<file path="config.mk">
export PLATFORM = sky130hd
export DESIGN_NAME = one_wire_master_over_spi_bytes_core
export DESIGN_NICKNAME = d
export VERILOG_FILES = /design/src/hdl/owm_pkg.sv /design/src/hdl/owm_step.sv /design/src/hdl/owm_out_reg.sv /design/src/hdl/one_wire_master_over_spi_bytes_core.sv
export SDC_FILE = /design/constraint.sdc
export NUM_CORES = 1
export LEC_CHECK = 0
export ABC_AREA = 1
export BUFFER_PORTS_ARGS = -buffer_cell sky130_fd_sc_hd__buf_2
export CORE_ASPECT_RATIO = 0.7
export CORE_UTILIZATION = 50
export CTS_CLUSTER_DIAMETER = 200
export DETAILED_ROUTE_END_ITERATION = 12
export HOLD_SLACK_MARGIN = 0.05
export PLACE_DENSITY = 0.73
export SLEW_MARGIN = 20
export SYNTH_ARGS = -nofsm -noshare
export SYNTH_HDL_FRONTEND = slang
export SYNTH_HIERARCHICAL = 1
export SYNTH_SLANG_ARGS = --single-unit
</file>
<file path="constraint.sdc">
create_clock -name i_clk -period 4.8 [get_ports i_clk]
set_clock_uncertainty 0.1 [all_clocks]
set_input_delay 0.24 -clock i_clk [delete_from_list [all_inputs] [get_ports i_clk]]
set_output_delay 0.24 -clock i_clk [all_outputs]
set_load 0.02 [all_outputs]
</file>
<file path="src/hdl/owm_pkg.sv">
package owm_pkg;

    // Codes carried in the input tuser field.
    typedef enum logic [1:0] {
        OP_START_RESET = 2'd0,
        OP_START_READ  = 2'd1,
        OP_START_WRITE = 2'd2,
        OP_BYTE_DONE   = 2'd3
    } t_opcode;

    // Phase of the operation in progress.
    typedef enum logic [1:0] {
        KIND_RESET_LOW = 2'd0,
        KIND_READ      = 2'd1,
        KIND_WRITE     = 2'd2,
        KIND_PRESENCE  = 2'd3
    } t_kind;

    // Configuration register indexes.
    localparam logic CFG_RESET_LOW_BYTES  = 1'b0;
    localparam logic CFG_PRESENCE_WINDOWS = 1'b1;

    localparam logic [3:0] RESET_LOW_BYTES_INIT  = 4'd8;
    localparam logic [2:0] PRESENCE_WINDOWS_INIT = 3'd4;

    // SPI byte patterns that form bus slots.
    localparam logic [7:0] SLOT_LOW      = 8'h00;
    localparam logic [7:0] SLOT_ONE      = 8'h7F;
    localparam logic [7:0] SLOT_RELEASE  = 8'hFF;
    localparam logic [5:0] READ_ONE_MASK = 6'h3F;
    localparam logic [2:0] PRESENCE_MAX  = 3'd7;
    localparam logic [3:0] LAST_BIT_SLOT = 4'd7;

    typedef struct packed {
        logic       busy;
        t_kind      kind;
        logic [3:0] slot_index;
        logic [7:0] shift_data;
        logic [2:0] presence_count;
    } t_state;

    typedef struct packed {
        logic       rejected;
        logic [7:0] answer;
        logic       done_res;
        logic [7:0] send_byte;
        logic       send_valid;
    } t_result;

    localparam int RESULT_W = $bits(t_result);
    localparam int M_TDATA_W = ((RESULT_W + 7) / 8) * 8;

endpackage

</file>
<file path="src/hdl/owm_step.sv">
module owm_step (
    input  owm_pkg::t_state  i_state,
    input  owm_pkg::t_opcode i_opcode,
    input  logic [7:0]       i_write_byte,
    input  logic [7:0]       i_received_byte,
    input  logic [3:0]       i_reset_low_bytes,
    input  logic [2:0]       i_presence_windows,
    output owm_pkg::t_state  o_state,
    output owm_pkg::t_result o_result
);

    logic [4:0] w_done_slots;
    logic [7:0] w_read_shift;
    logic [7:0] w_write_shift;
    logic [2:0] w_presence;

    assign w_done_slots  = {1'b0, i_state.slot_index} + 5'd1;
    assign w_read_shift  = {(i_received_byte[5:0] == owm_pkg::READ_ONE_MASK),
                            i_state.shift_data[7:1]};
    assign w_write_shift = {1'b0, i_state.shift_data[7:1]};
    assign w_presence    = ((i_received_byte == 8'h00) &&
                            (i_state.presence_count != owm_pkg::PRESENCE_MAX)) ?
                           i_state.presence_count + 3'd1 : i_state.presence_count;

    always_comb begin
        o_state  = i_state;
        o_result = '0;
        if (i_opcode != owm_pkg::OP_BYTE_DONE) begin
            if (i_state.busy) begin
                o_result.rejected = 1'b1;
            end else begin
                o_state.busy       = 1'b1;
                o_state.slot_index = 4'd0;
                o_result.send_valid = 1'b1;
                unique case (i_opcode)
                    owm_pkg::OP_START_RESET: begin
                        o_state.kind           = owm_pkg::KIND_RESET_LOW;
                        o_state.presence_count = 3'd0;
                        o_result.send_byte     = owm_pkg::SLOT_LOW;
                    end
                    owm_pkg::OP_START_READ: begin
                        o_state.kind       = owm_pkg::KIND_READ;
                        o_state.shift_data = 8'h00;
                        o_result.send_byte = owm_pkg::SLOT_ONE;
                    end
                    default: begin
                        o_state.kind       = owm_pkg::KIND_WRITE;
                        o_state.shift_data = i_write_byte;
                        o_result.send_byte = i_write_byte[0] ? owm_pkg::SLOT_ONE :
                                                               owm_pkg::SLOT_LOW;
                    end
                endcase
            end
        end else if (!i_state.busy) begin
            o_result.rejected = 1'b1;
        end else begin
            unique case (i_state.kind)
                owm_pkg::KIND_RESET_LOW: begin
                    o_result.send_valid = 1'b1;
                    if (w_done_slots >= {1'b0, i_reset_low_bytes}) begin
                        o_state.kind       = owm_pkg::KIND_PRESENCE;
                        o_state.slot_index = 4'd0;
                        o_result.send_byte = owm_pkg::SLOT_RELEASE;
                    end else begin
                        o_state.slot_index = w_done_slots[3:0];
                        o_result.send_byte = owm_pkg::SLOT_LOW;
                    end
                end
                owm_pkg::KIND_PRESENCE: begin
                    o_state.presence_count = w_presence;
                    if (w_done_slots >= {2'b00, i_presence_windows}) begin
                        o_state.busy       = 1'b0;
                        o_state.slot_index = 4'd0;
                        o_result.done_res  = 1'b1;
                        o_result.answer    = {5'd0, w_presence};
                    end else begin
                        o_state.slot_index  = w_done_slots[3:0];
                        o_result.send_valid = 1'b1;
                        o_result.send_byte  = owm_pkg::SLOT_RELEASE;
                    end
                end
                owm_pkg::KIND_READ: begin
                    o_state.shift_data = w_read_shift;
                    if (i_state.slot_index >= owm_pkg::LAST_BIT_SLOT) begin
                        o_state.busy       = 1'b0;
                        o_state.slot_index = 4'd0;
                        o_result.done_res  = 1'b1;
                        o_result.answer    = w_read_shift;
                    end else begin
                        o_state.slot_index  = w_done_slots[3:0];
                        o_result.send_valid = 1'b1;
                        o_result.send_byte  = owm_pkg::SLOT_ONE;
                    end
                end
                default: begin
                    o_state.shift_data = w_write_shift;
                    if (i_state.slot_index >= owm_pkg::LAST_BIT_SLOT) begin
                        o_state.busy       = 1'b0;
                        o_state.slot_index = 4'd0;
                        o_result.done_res  = 1'b1;
                    end else begin
                        o_state.slot_index  = w_done_slots[3:0];
                        o_result.send_valid = 1'b1;
                        o_result.send_byte  = w_write_shift[0] ? owm_pkg::SLOT_ONE :
                                                                 owm_pkg::SLOT_LOW;
                    end
                end
            endcase
        end
    end

endmodule

</file>
<file path="src/hdl/owm_out_reg.sv">
module owm_out_reg (
    input  logic                           i_clk,
    input  logic                           i_rst_n,
    input  logic                           i_load,
    input  owm_pkg::t_result               i_result,
    input  logic                           i_ready,
    output logic                           o_valid,
    output logic [owm_pkg::M_TDATA_W-1:0]  o_data
);

    logic             r_valid;
    logic             n_valid;
    owm_pkg::t_result r_result;

    // Load wins over a take in the same cycle: the old word leaves as the new one enters.
    assign n_valid = i_load | (r_valid & ~i_ready);

    always_ff @(posedge i_clk) begin
        if (!i_rst_n) begin
            r_valid <= 1'b0;
        end else begin
            r_valid <= n_valid;
        end
    end

    always_ff @(posedge i_clk) begin
        if (i_load) begin
            r_result <= i_result;
        end
    end

    assign o_valid = r_valid;
    assign o_data  = {{(owm_pkg::M_TDATA_W - owm_pkg::RESULT_W){1'b0}}, r_result};

endmodule

</file>
<file path="src/hdl/one_wire_master_over_spi_bytes_core.sv">
// 1-Wire bus master that forms every bus slot from one whole SPI byte.
//
// Input channel (s_*): each word is either a start command (reset, read or
// write, with the byte to write) or a report that the SPI engine has finished
// a byte, carrying the byte it shifted in. Output channel (m_*): exactly one
// word per input word, giving the next byte to send on SPI, completion with
// the answer (read byte or count of zero presence windows), or a rejection
// flag for a start while busy or a byte report while idle.
//
// The result of an accepted word is registered and valid on the output in
// the cycle after it is accepted. Throughput is one word per cycle; the only
// limit is the single output register, which the next word may refill in
// the same cycle that the waiting word is taken.
//
// When the receiver stalls, the output register holds its word and s_tready
// falls until that word has been taken. Reset (synchronous, active low)
// leaves the block idle with an empty output register and the configuration
// at eight reset-low bytes and four presence windows. Configuration is written
// via a simple write-enable port, by the user only while idle; not enforced.
module one_wire_master_over_spi_bytes_core (
    input  logic        i_clk,
    input  logic        i_rst_n,
    // Input words.
    input  logic        i_s_tvalid,
    output logic        o_s_tready,
    input  logic [15:0] i_s_tdata,   // write_byte [7:0], received_byte [15:8]
    input  logic [1:0]  i_s_tuser,   // opcode [1:0]
    // Result words.
    output logic        o_m_tvalid,
    input  logic        i_m_tready,
    output logic [owm_pkg::M_TDATA_W-1:0] o_m_tdata,
    // send_valid [0], send_byte [8:1], done_res [9], answer [17:10],
    // rejected [18], zero padding above
    // Configuration writes.
    input  logic        i_cfg_we,
    input  logic        i_cfg_index,
    input  logic [3:0]  i_cfg_data
);

    owm_pkg::t_state  r_state;
    owm_pkg::t_state  n_state;
    owm_pkg::t_result w_result;
    logic [3:0]       r_reset_low_bytes;
    logic [2:0]       r_presence_windows;
    logic             w_accept;

    // The block takes a new word whenever the output register is empty or is
    // being emptied in this same cycle.
    assign o_s_tready = ~o_m_tvalid | i_m_tready;
    assign w_accept   = i_s_tvalid & o_s_tready;

    always_ff @(posedge i_clk) begin
        if (!i_rst_n) begin
            r_reset_low_bytes  <= owm_pkg::RESET_LOW_BYTES_INIT;
            r_presence_windows <= owm_pkg::PRESENCE_WINDOWS_INIT;
        end else if (i_cfg_we) begin
            unique case (i_cfg_index)
                owm_pkg::CFG_RESET_LOW_BYTES:  r_reset_low_bytes  <= i_cfg_data;
                owm_pkg::CFG_PRESENCE_WINDOWS: r_presence_windows <= i_cfg_data[2:0];
                default: ;
            endcase
        end
    end

    // Sequencing state moves only on an accepted word.
    always_ff @(posedge i_clk) begin
        if (!i_rst_n) begin
            r_state <= '0;
        end else if (w_accept) begin
            r_state <= n_state;
        end
    end

    owm_step u_step (
        .i_state           (r_state),
        .i_opcode          (owm_pkg::t_opcode'(i_s_tuser)),
        .i_write_byte      (i_s_tdata[7:0]),
        .i_received_byte   (i_s_tdata[15:8]),
        .i_reset_low_bytes (r_reset_low_bytes),
        .i_presence_windows(r_presence_windows),
        .o_state           (n_state),
        .o_result          (w_result)
    );

    owm_out_reg u_out (
        .i_clk   (i_clk),
        .i_rst_n (i_rst_n),
        .i_load  (w_accept),
        .i_result(w_result),
        .i_ready (i_m_tready),
        .o_valid (o_m_tvalid),
        .o_data  (o_m_tdata)
    );

`ifndef NO_ASSERTIONS
    // Input is held back only while a finished word waits at the output.
    a_ready_only_on_stall: assert property (@(posedge i_clk) disable iff (!i_rst_n)
        !o_s_tready |-> (o_m_tvalid && !i_m_tready))
        else $error("input stalled without a waiting result");

    // A completion result always returns the block to idle.
    a_done_clears_busy: assert property (@(posedge i_clk) disable iff (!i_rst_n)
        (w_accept && w_result.done_res) |=> !r_state.busy)
        else $error("busy still set after completion");

    // A rejected word leaves the sequencing state untouched.
    a_reject_keeps_state: assert property (@(posedge i_clk) disable iff (!i_rst_n)
        (w_accept && w_result.rejected) |=> $stable(r_state))
        else $error("rejected word changed state");

    // Read and write phases never pass their eighth slot.
    a_bit_slot_range: assert property (@(posedge i_clk) disable iff (!i_rst_n)
        (r_state.busy && (r_state.kind == owm_pkg::KIND_READ ||
                          r_state.kind == owm_pkg::KIND_WRITE))
        |-> (r_state.slot_index <= owm_pkg::LAST_BIT_SLOT))
        else $error("bit slot index out of range");

    // A result word never both asks for a byte and reports completion.
    a_send_xor_done: assert property (@(posedge i_clk) disable iff (!i_rst_n)
        w_accept |-> !(w_result.send_valid && w_result.done_res))
        else $error("send and done in one result");
`endif

endmodule

</file>
# [After elaboration in Yosys (flattened, before gate mapping)]
# Index checks and enable logic that the tools add are counted.
[op_classes] add_sub_neg=2 order_cmp=3 n_eq_ne=9 muxes=37 n_bitwise=8 n_reduce_logical=17
[op_table] op="$pmux W8 S2" n=4
[op_table] op="$mux W9" n=6
[op_table] op="$mux W18" n=2
[op_table] op="$pmux W9 S3" n=1
[op_table] op="$mux W17" n=1
[op_table] op="$mux W4" n=4
[op_table] op="$mux W8" n=2
[op_table] op="$reduce_and A5 Y1" n=3
[op_table] op="$mux W7" n=2
[op_table] op="$reduce_bool A2 Y1" n=5
[op_table] op="$mux W3" n=3
[op_table] op="$logic_not A8 Y1" n=1
[op_table] op="$pmux W4 S2" n=1
[op_table] op="$eq A6 B6 Y1 const B" n=1
[op_table] op="$mux W1" n=6
[op_table] op="$ne A2 B2 Y1 const B" n=3
[op_table] op="$add A4 B1 Y5 const B" n=1
[op_table] op="$ge A5 B3 Y1" n=1
[op_table] op="$ge A5 B4 Y1" n=1
[op_table] op="$eq A2 B1 Y1 const B" n=2
[op_table] op="$ge A4 B3 Y1 const B" n=1
[op_table] op="$logic_not A2 Y1" n=2
[op_table] op="$mux W2" n=2
[op_table] op="$not A1 Y1" n=4
[op_table] op="13 further kinds" n=17
[totals] register_bits=45 input_bits=28

# [Logic depth before layout (Yosys ltp)]
# Gate-level depths: netlist of run 1.
[logic_depth] depth_word=6 ltp_mapped=16

# [Cells and area by module]
# The synthesis of run 1 kept the hierarchy.
[by_module_without_submodules] mod="owm_step" instances=1 cells_per_inst=223 area_per_inst_um2=1166.1 seq_area_each_um2=0.0
[by_module_without_submodules] mod="one_wire_master_over_spi_bytes_core" instances=1 cells_per_inst=153 area_per_inst_um2=1108.6 seq_area_each_um2=500.5
[by_module_without_submodules] mod="owm_out_reg" instances=1 cells_per_inst=31 area_per_inst_um2=655.6 seq_area_each_um2=590.6

# [Worst setup path before layout of run 1]
# No wires, ideal clock.
[synth_path] path_type="input-to-reg" start="input i_s_tvalid" end="register u_out.r_result (netlist bit u_out/o_data[0]), enable pin" t_arrival_ns=2.017 t_required_ns=4.273 path_slack_ns=2.256 cell_stages=3 path_buffers=2 path_cell_list="buf_4 -> buf_6 -> a21boi_0"
[synth_via] elab_chain_len=1
[synth_lines] element="start, declared" line="one_wire_master_over_spi_bytes_core.sv:24" rtl="input logic i_s_tvalid,"
[synth_lines] element="$and A1 B1 Y1" line="one_wire_master_over_spi_bytes_core.sv:50" rtl="assign w_accept = i_s_tvalid & o_s_tready;"
[synth_lines] element="named net w_accept" line="one_wire_master_over_spi_bytes_core.sv:45" rtl="logic w_accept;"
[synth_lines] element="end signal, assigned" line="owm_out_reg.sv:28" rtl="r_result <= i_result;"
[synth_lines] element="end, declared" line="owm_out_reg.sv:13" rtl="owm_pkg::t_result r_result;"
# The timed path passes the listed nets, and every way through them passes these cells.
# A chain may end at the register's enable or synchronous reset.

# [Worst setup path after layout of run 1]
[layout_path] start="register r_state[11] (netlist bit)" end="register u_out.r_result (netlist bit u_out/o_data[5]), data pin"
[layout_via] elab_chain_len=6 word_cells_on_any_way=11 cone_classes="1 x add/sub; 3 x order compare; 7 x mux"
[layout_lines] element="start, declared" line="one_wire_master_over_spi_bytes_core.sv:40" rtl="owm_pkg::t_state r_state;"
[layout_lines] element="start signal, assigned" line="one_wire_master_over_spi_bytes_core.sv:70" rtl="r_state <= n_state;"
[layout_lines] element="$add A4 B1 Y5" line="owm_step.sv:17" rtl="assign w_done_slots = {1'b0, i_state.slot_index} + 5'd1;"
[layout_lines] element="$ge A5 B3 Y1 / $ge A5 B4 Y1 (equally long branches)" line="owm_step.sv:71, owm_step.sv:60"
[layout_lines] element="$mux W9 / $mux W8 (equally long branches)" line="owm_step.sv:71, owm_step.sv:60"
[layout_lines] element="$pmux W9 S3 (*)" line="owm_step.sv:57" rtl="unique case (i_state.kind)"
[layout_lines] element="$mux W9 (*)" line="owm_step.sv:54" rtl="end else if (!i_state.busy) begin"
[layout_lines] element="$mux W9 (*)" line="owm_step.sv:28" rtl="if (i_opcode != owm_pkg::OP_BYTE_DONE) begin"
# Every way passes the cells marked *; elsewhere a longest branch is shown, timed or not.

==> impl_metrics.tcl, run 1 <==
set metrics [dict create \
    status "complete, no violations" \
    syn_to_final_growth_pct 9.555 \
    worstPathCellList "ha_1 -> xor2_1 -> ha_1 -> a21oi_1 -> nand2_1 -> nand2_1 -> nand2_1 -> nand2_1 -> nand3_1 -> nand2_1 -> o21ai_0" \
    tightest_slew_ns 0.6758 \
    end_kind "flop" \
    intPower_mw 0.5914 \
    gr-max-usage-layer "met1" \
    grt_pass1_wl_microns 10250 \
    antenna_found_initial 0 \
    layout-drive-gt1-share 0.1693 \
    slew_headroom 0.5483 \
    post-cts-setup-buffers 0 \
    crit_type "reg -> reg" \
    fp-row-count 22 \
    p_clk_frac 0.268 \
    period_minus_slack_ns 2.576 \
    crit_required_ns 4.67 \
    crit_family "adder cells" \
    crit_top_cell "nand2_1" \
    first_iter_violations 220 \
    die-width_microns 92.52 \
    cp_num_cells 11 \
    wirelength_microns 6284 \
    r2r_end "u_out/o_data[5]" \
    rrSetupSlack_ns 2.22 \
    combPwrFrac 0.233 \
    drtAntennaViolNets 0 \
    dp_hpwl_microns 4623 \
    clock_sinks 44 \
    pwr-share-seq 0.499 \
    cts_tree "done" \
    cts.path.max_buffers 2 \
    num_antenna_cells 0 \
    slew_violations 0 \
    start_kind "flop" \
    power_density_nw_per_um2 280.2 \
    tns_ns 0 \
    drc 0 \
    fin_nets 478 \
    synth_area_per_cell_sq_um 7.205 \
    worst_ir_drop_vdd_mv 0.2187 \
    cp_max_fo 8 \
    setup_viol 0 \
    cts-root-buf "clkbuf_8" \
    routed-via-count 2629 \
    critical_path.slowest_cell "dfxtp_1" \
    ioPinCount 54 \
    hold_path.class "in -> reg" \
    switching_share 0.3281 \
    power_mw 0.8803 \
    track_usage 0.2202 \
    cts_resized 0 \
    grt_start_max_net_pins 36 \
    final_hold_viol_count 0 \
    crit_end "u_out/o_data[5]" \
    avgRoutedWirePerCell_microns 12.35 \
    routabilityCongestion 0.8925 \
    fmax_mhz 388.2 \
    synth_cells 398 \
    switchingPower_mw 0.2888 \
    syn_area_sq_um 2868 \
    synth_warnings 6 \
    via_per_inst 5.165 \
    fin_crit_sh 0.5366 \
    grt_util_met1 0.3355 \
    critPathLaunch "r_state[11]" \
    htreeDepth 2 \
    fp.dieH_microns 65.37 \
    coreArea_sq_um 5368 \
    max_stage_delay_ns 0.48 \
    numCtsBuffers 5 \
    clk_pin_slew_worst_paths_ns 0.08 \
    critPathBufInv 0 \
    cp_data_arrival_time_ns 2.44 \
    overflow 0 \
    met3_usage 0.04514 \
    drv_cap 0 \
    use_met2 0.3157 \
    rsz0062_at_grt "no" \
    clock_latency_ns 0.30 \
    cts_hold_buf 1 \
    grt_pass1_vias 2124 \
    p_leak_nw 1.504 \
    timing.rr.start "r_state[11]" \
    portBuffers 48 \
    die_area_sq_um 6048 \
    firstDrtPassIters 5 \
    start_util 0.5343 \
    rr_worst_depth 11 \
]
[registers in the layout, summed over array words and instances, names as in the netlist]
name                cells
u_out/o_data           19
u_out/o_valid           1
r_state                17
r_presence_windows      3
r_reset_low_bytes       4
[routing by layer]
layer	wire (microns)	vias to the layer above
li1	-	1342
met1	3279	1165
met2	2508	116
met3	451	6
met4	44	0
met5	0	-
[layout make-up]
class / count / area, sq um
fillers: 504 / 2226
clock buffers: 5 / 68.82
clock inverters: 3 / 23.77
flip-flops and latches: 44 / 1071
multi-input cells: 270 / 1390
repair buffers: 49 / 250.2
inverters: 66 / 247.7
well taps: 72 / 90.09
[power groups by stage]
stage	combinational, mW	sequential [mW]	clock, mW
after detailed placement	0.201	0.447	0
after global placement	0.197	0.446	0
after global routing	0.230	0.443	0.259
after CTS	0.202	0.439	0.244
final	0.205	0.439	0.236
after floorplan	0.150	0.458	0
[how the worst min path moves through the flow]
stage	cells past startpoint	start	end	slack (ns)
after global placement	3	i_cfg_data[3]	r_reset_low_bytes[3]	0.34
after global routing	3	i_cfg_data[2]	r_presence_windows[2]	0.06
final	3	i_cfg_data[2]	r_presence_windows[2]	0.06
after CTS	3	i_cfg_data[2]	r_presence_windows[2]	0.06
after floorplan	2	i_cfg_data[2]	r_presence_windows[2]	0.25
after detailed placement	2	r_presence_windows[2]	r_presence_windows[2]	0.36
[cell usage in the layout (no fill, tap or decap), types with 2 or more instances in the layout]
cell and instances:
a21oi_1 24, buf_2 48, clkbuf_8 5, clkinvlp_4 2, conb_1 5, dfxtp_1 25, edfxtp_1 19, ha_1 14
inv_1 62, inv_2 4, nand2_1 74, nand2_2 4, nand3_1 46, nand3_2 3, nor2_1 56, nor2_4 2
nor3_1 4, o211ai_1 5, o21ai_0 18
[worst register-to-register path: stages (launching register included)]
cell,delay [ns]
dfxtp_1,0.48
ha_1,0.28
xor2_1,0.27
ha_1,0.31
a21oi_1,0.15
nand2_1,0.06
nand2_1,0.07
nand2_1,0.07
nand2_1,0.09
nand3_1,0.08
nand2_1,0.07
o21ai_0,0.22
[per-stage QoR]
stage            util  instances  area, sq um  setup WS (ns)  hold WS [ns]
3_3_place_gp   0.5648        500         3032          2.391        0.3439
5_1_grt        0.5853        509         3142          2.016       0.05755
2_1_floorplan       -        402         2883          2.256        0.2532
3_5_place_dp   0.5648        500         3032          2.280        0.3634
4_1_cts        0.5839        509         3134          2.263       0.05505
6_report       0.5853        509         3142          2.224       0.06276
No activity file was read; power rests on OpenSTA's default activity.
==> run 2: changes to the inputs <==
Clock period 4.8 ns to 2.6 ns, I/O delays scaled along.
==> run 2 against run 1 <==
Net effect:
- final area increased by 1.4%
- routed wire length rose by 4.6%
- first-iteration DRC count decreased by 3.6%
==> impl_metrics.tcl, run 2 (same netlist as run 1, synthesis figures left out) <==
set metrics [dict create \
    final_hold_viol_count 0 \
    slew_violations 0 \
    rrSetupSlack_ns 0.30 \
    coreArea_sq_um 5368 \
    syn_to_final_growth_pct 11.13 \
    cp_max_fo 7 \
    setup_viol 0 \
    overflow 0 \
    ioPinCount 54 \
    firstDrtPassIters 5 \
    tightest_slew_ns 0.6476 \
    regArea_sq_um 1071 \
    power_density_nw_per_um2 504.1 \
    cts.path.max_buffers 2 \
    max_stage_delay_ns 0.40 \
    period_minus_slack_ns 2.304 \
    wirelength_microns 6574 \
    die_area_sq_um 6048 \
    clock_sinks 44 \
    num_antenna_cells 0 \
    htreeDepth 2 \
    layout_commonest_cell "nand2_1" \
    most-common-layout-cells "74 x nand2_1, 62 x inv_1, 56 x nor2_1" \
    crit_required_ns 2.49 \
    cts_tree "done" \
    antenna_found_initial 0 \
    drtAntennaViolNets 0 \
    routabilityCongestion 0.9000 \
    worst_ir_drop_vdd_mv 0.3147 \
    tns_ns 0 \
    multiInputGateArea_sq_um 1383 \
    crit_top_cell "nand2_1" \
    slew_headroom 0.5667 \
    end_kind "flop" \
    fill_cells 518 \
    grt_pass1_vias 2402 \
    track_usage 0.2338 \
    fp-row-count 22 \
    fin_nets 485 \
    rsz0062_at_grt "no" \
    start_util 0.5343 \
    crit_type "reg -> reg" \
    start_kind "flop" \
    via_per_inst 5.219 \
    die-width_microns 92.52 \
    worstPathCellList "ha_1 -> xor2_1 -> ha_1 -> a21oi_1 -> nand2_1 -> nand2_1 -> nand2_1 -> nand2_1 -> nand3_1 -> nand2_1 -> o21ai_1" \
    hold_path.class "in -> reg" \
    numCtsBuffers 5 \
    fmax_mhz 434.1 \
    routed-via-count 2693 \
    holdWs_ns 0.1029 \
    cts-root-buf "clkbuf_8" \
    largest_reg_flops 19 \
    layout-drive-gt1-share 0.1712 \
    p_leak_nw 1.535 \
    drv_cap 0 \
    critical_path.slowest_cell "dfxtp_1" \
    fin_crit_sh 0.8861 \
    clk_pin_slew_worst_paths_ns 0.07 \
    grt_start_max_net_pins 36 \
    grt_pass1_wl_microns 10890 \
    avgRoutedWirePerCell_microns 12.74 \
    portBuffers 48 \
    drc 0 \
    fp.dieH_microns 65.37 \
    status "complete, no violations" \
    post-place-ws_ns 0.2417 \
    dp_hpwl_microns 4778 \
    clock_latency_ns 0.30 \
    cp_data_arrival_time_ns 2.19 \
    postLayoutCoreUtil 0.5937 \
    timing.final.ws_setup_ns 0.2962 \
    first_iter_violations 212 \
]
-- run 2: stage by stage --
step / instances / power, mW / area (sq um)
floorplan: 402 / 1.123 / 2883
global placement: 503 / 1.192 / 3054
detailed placement: 503 / 1.204 / 3054
CTS: 516 / 1.617 / 3187
global route: 516 / 1.709 / 3187
finish: 516 / 1.607 / 3187
-- run 2: path summary, 6_finish.rpt --
kind                    startpoint                    end  cells after the start
max reg2reg            r_state[12]        u_out/o_data[3]                     11
min reg2reg  r_presence_windows[2]  r_presence_windows[2]                      2
min                       i_cfg_we  r_presence_windows[2]                      4
max                    r_state[12]        u_out/o_data[3]                     11
-- run 2: critical path: cells and delay by family (launching register included) --
family | cells | cell delay [ns]
xor+xnor | 1 | 0.25
compound gates | 2 | 0.31
fa+ha+maj | 2 | 0.51
flops | 1 | 0.40
simple gates | 6 | 0.44
-- run 2: cell type report --
type | count | share of cell area
inverters | 66 | 0.07774
well taps | 72 | 0.02827
clock buffers | 5 | 0.02159
flip-flops and latches | 44 | 0.3361
clock inverters | 3 | 0.004319
multi-input cells | 270 | 0.4338
repair buffers | 56 | 0.09815
-- run 2: layer usage --
layer	GRT usage	vias up	part of all wire
met1	0.3321	1199	0.49
met2	0.3509	134	0.41
met4	0.07031	0	0.013
li1	-	1352	-
met5	0	-	0
met3	0.05671	8	0.090
-- run 2: report_power, final --
part	total, mW	internal (mW)	leakage, nW	switching (mW)
combinational	0.393	0.136	1.09	0.257
sequential	0.807	0.773	0.397	0.0344
clock	0.406	0.183	0.0453	0.224
-- run 2: what timing repair did --
item | CTS | global route
endpoints found under the setup margin | 0 | 7
endpoints found under the hold margin | 8 | 0
resized for setup | 0 | 1
buffers inserted | 0 | 0
hold buffers | 5 | 0
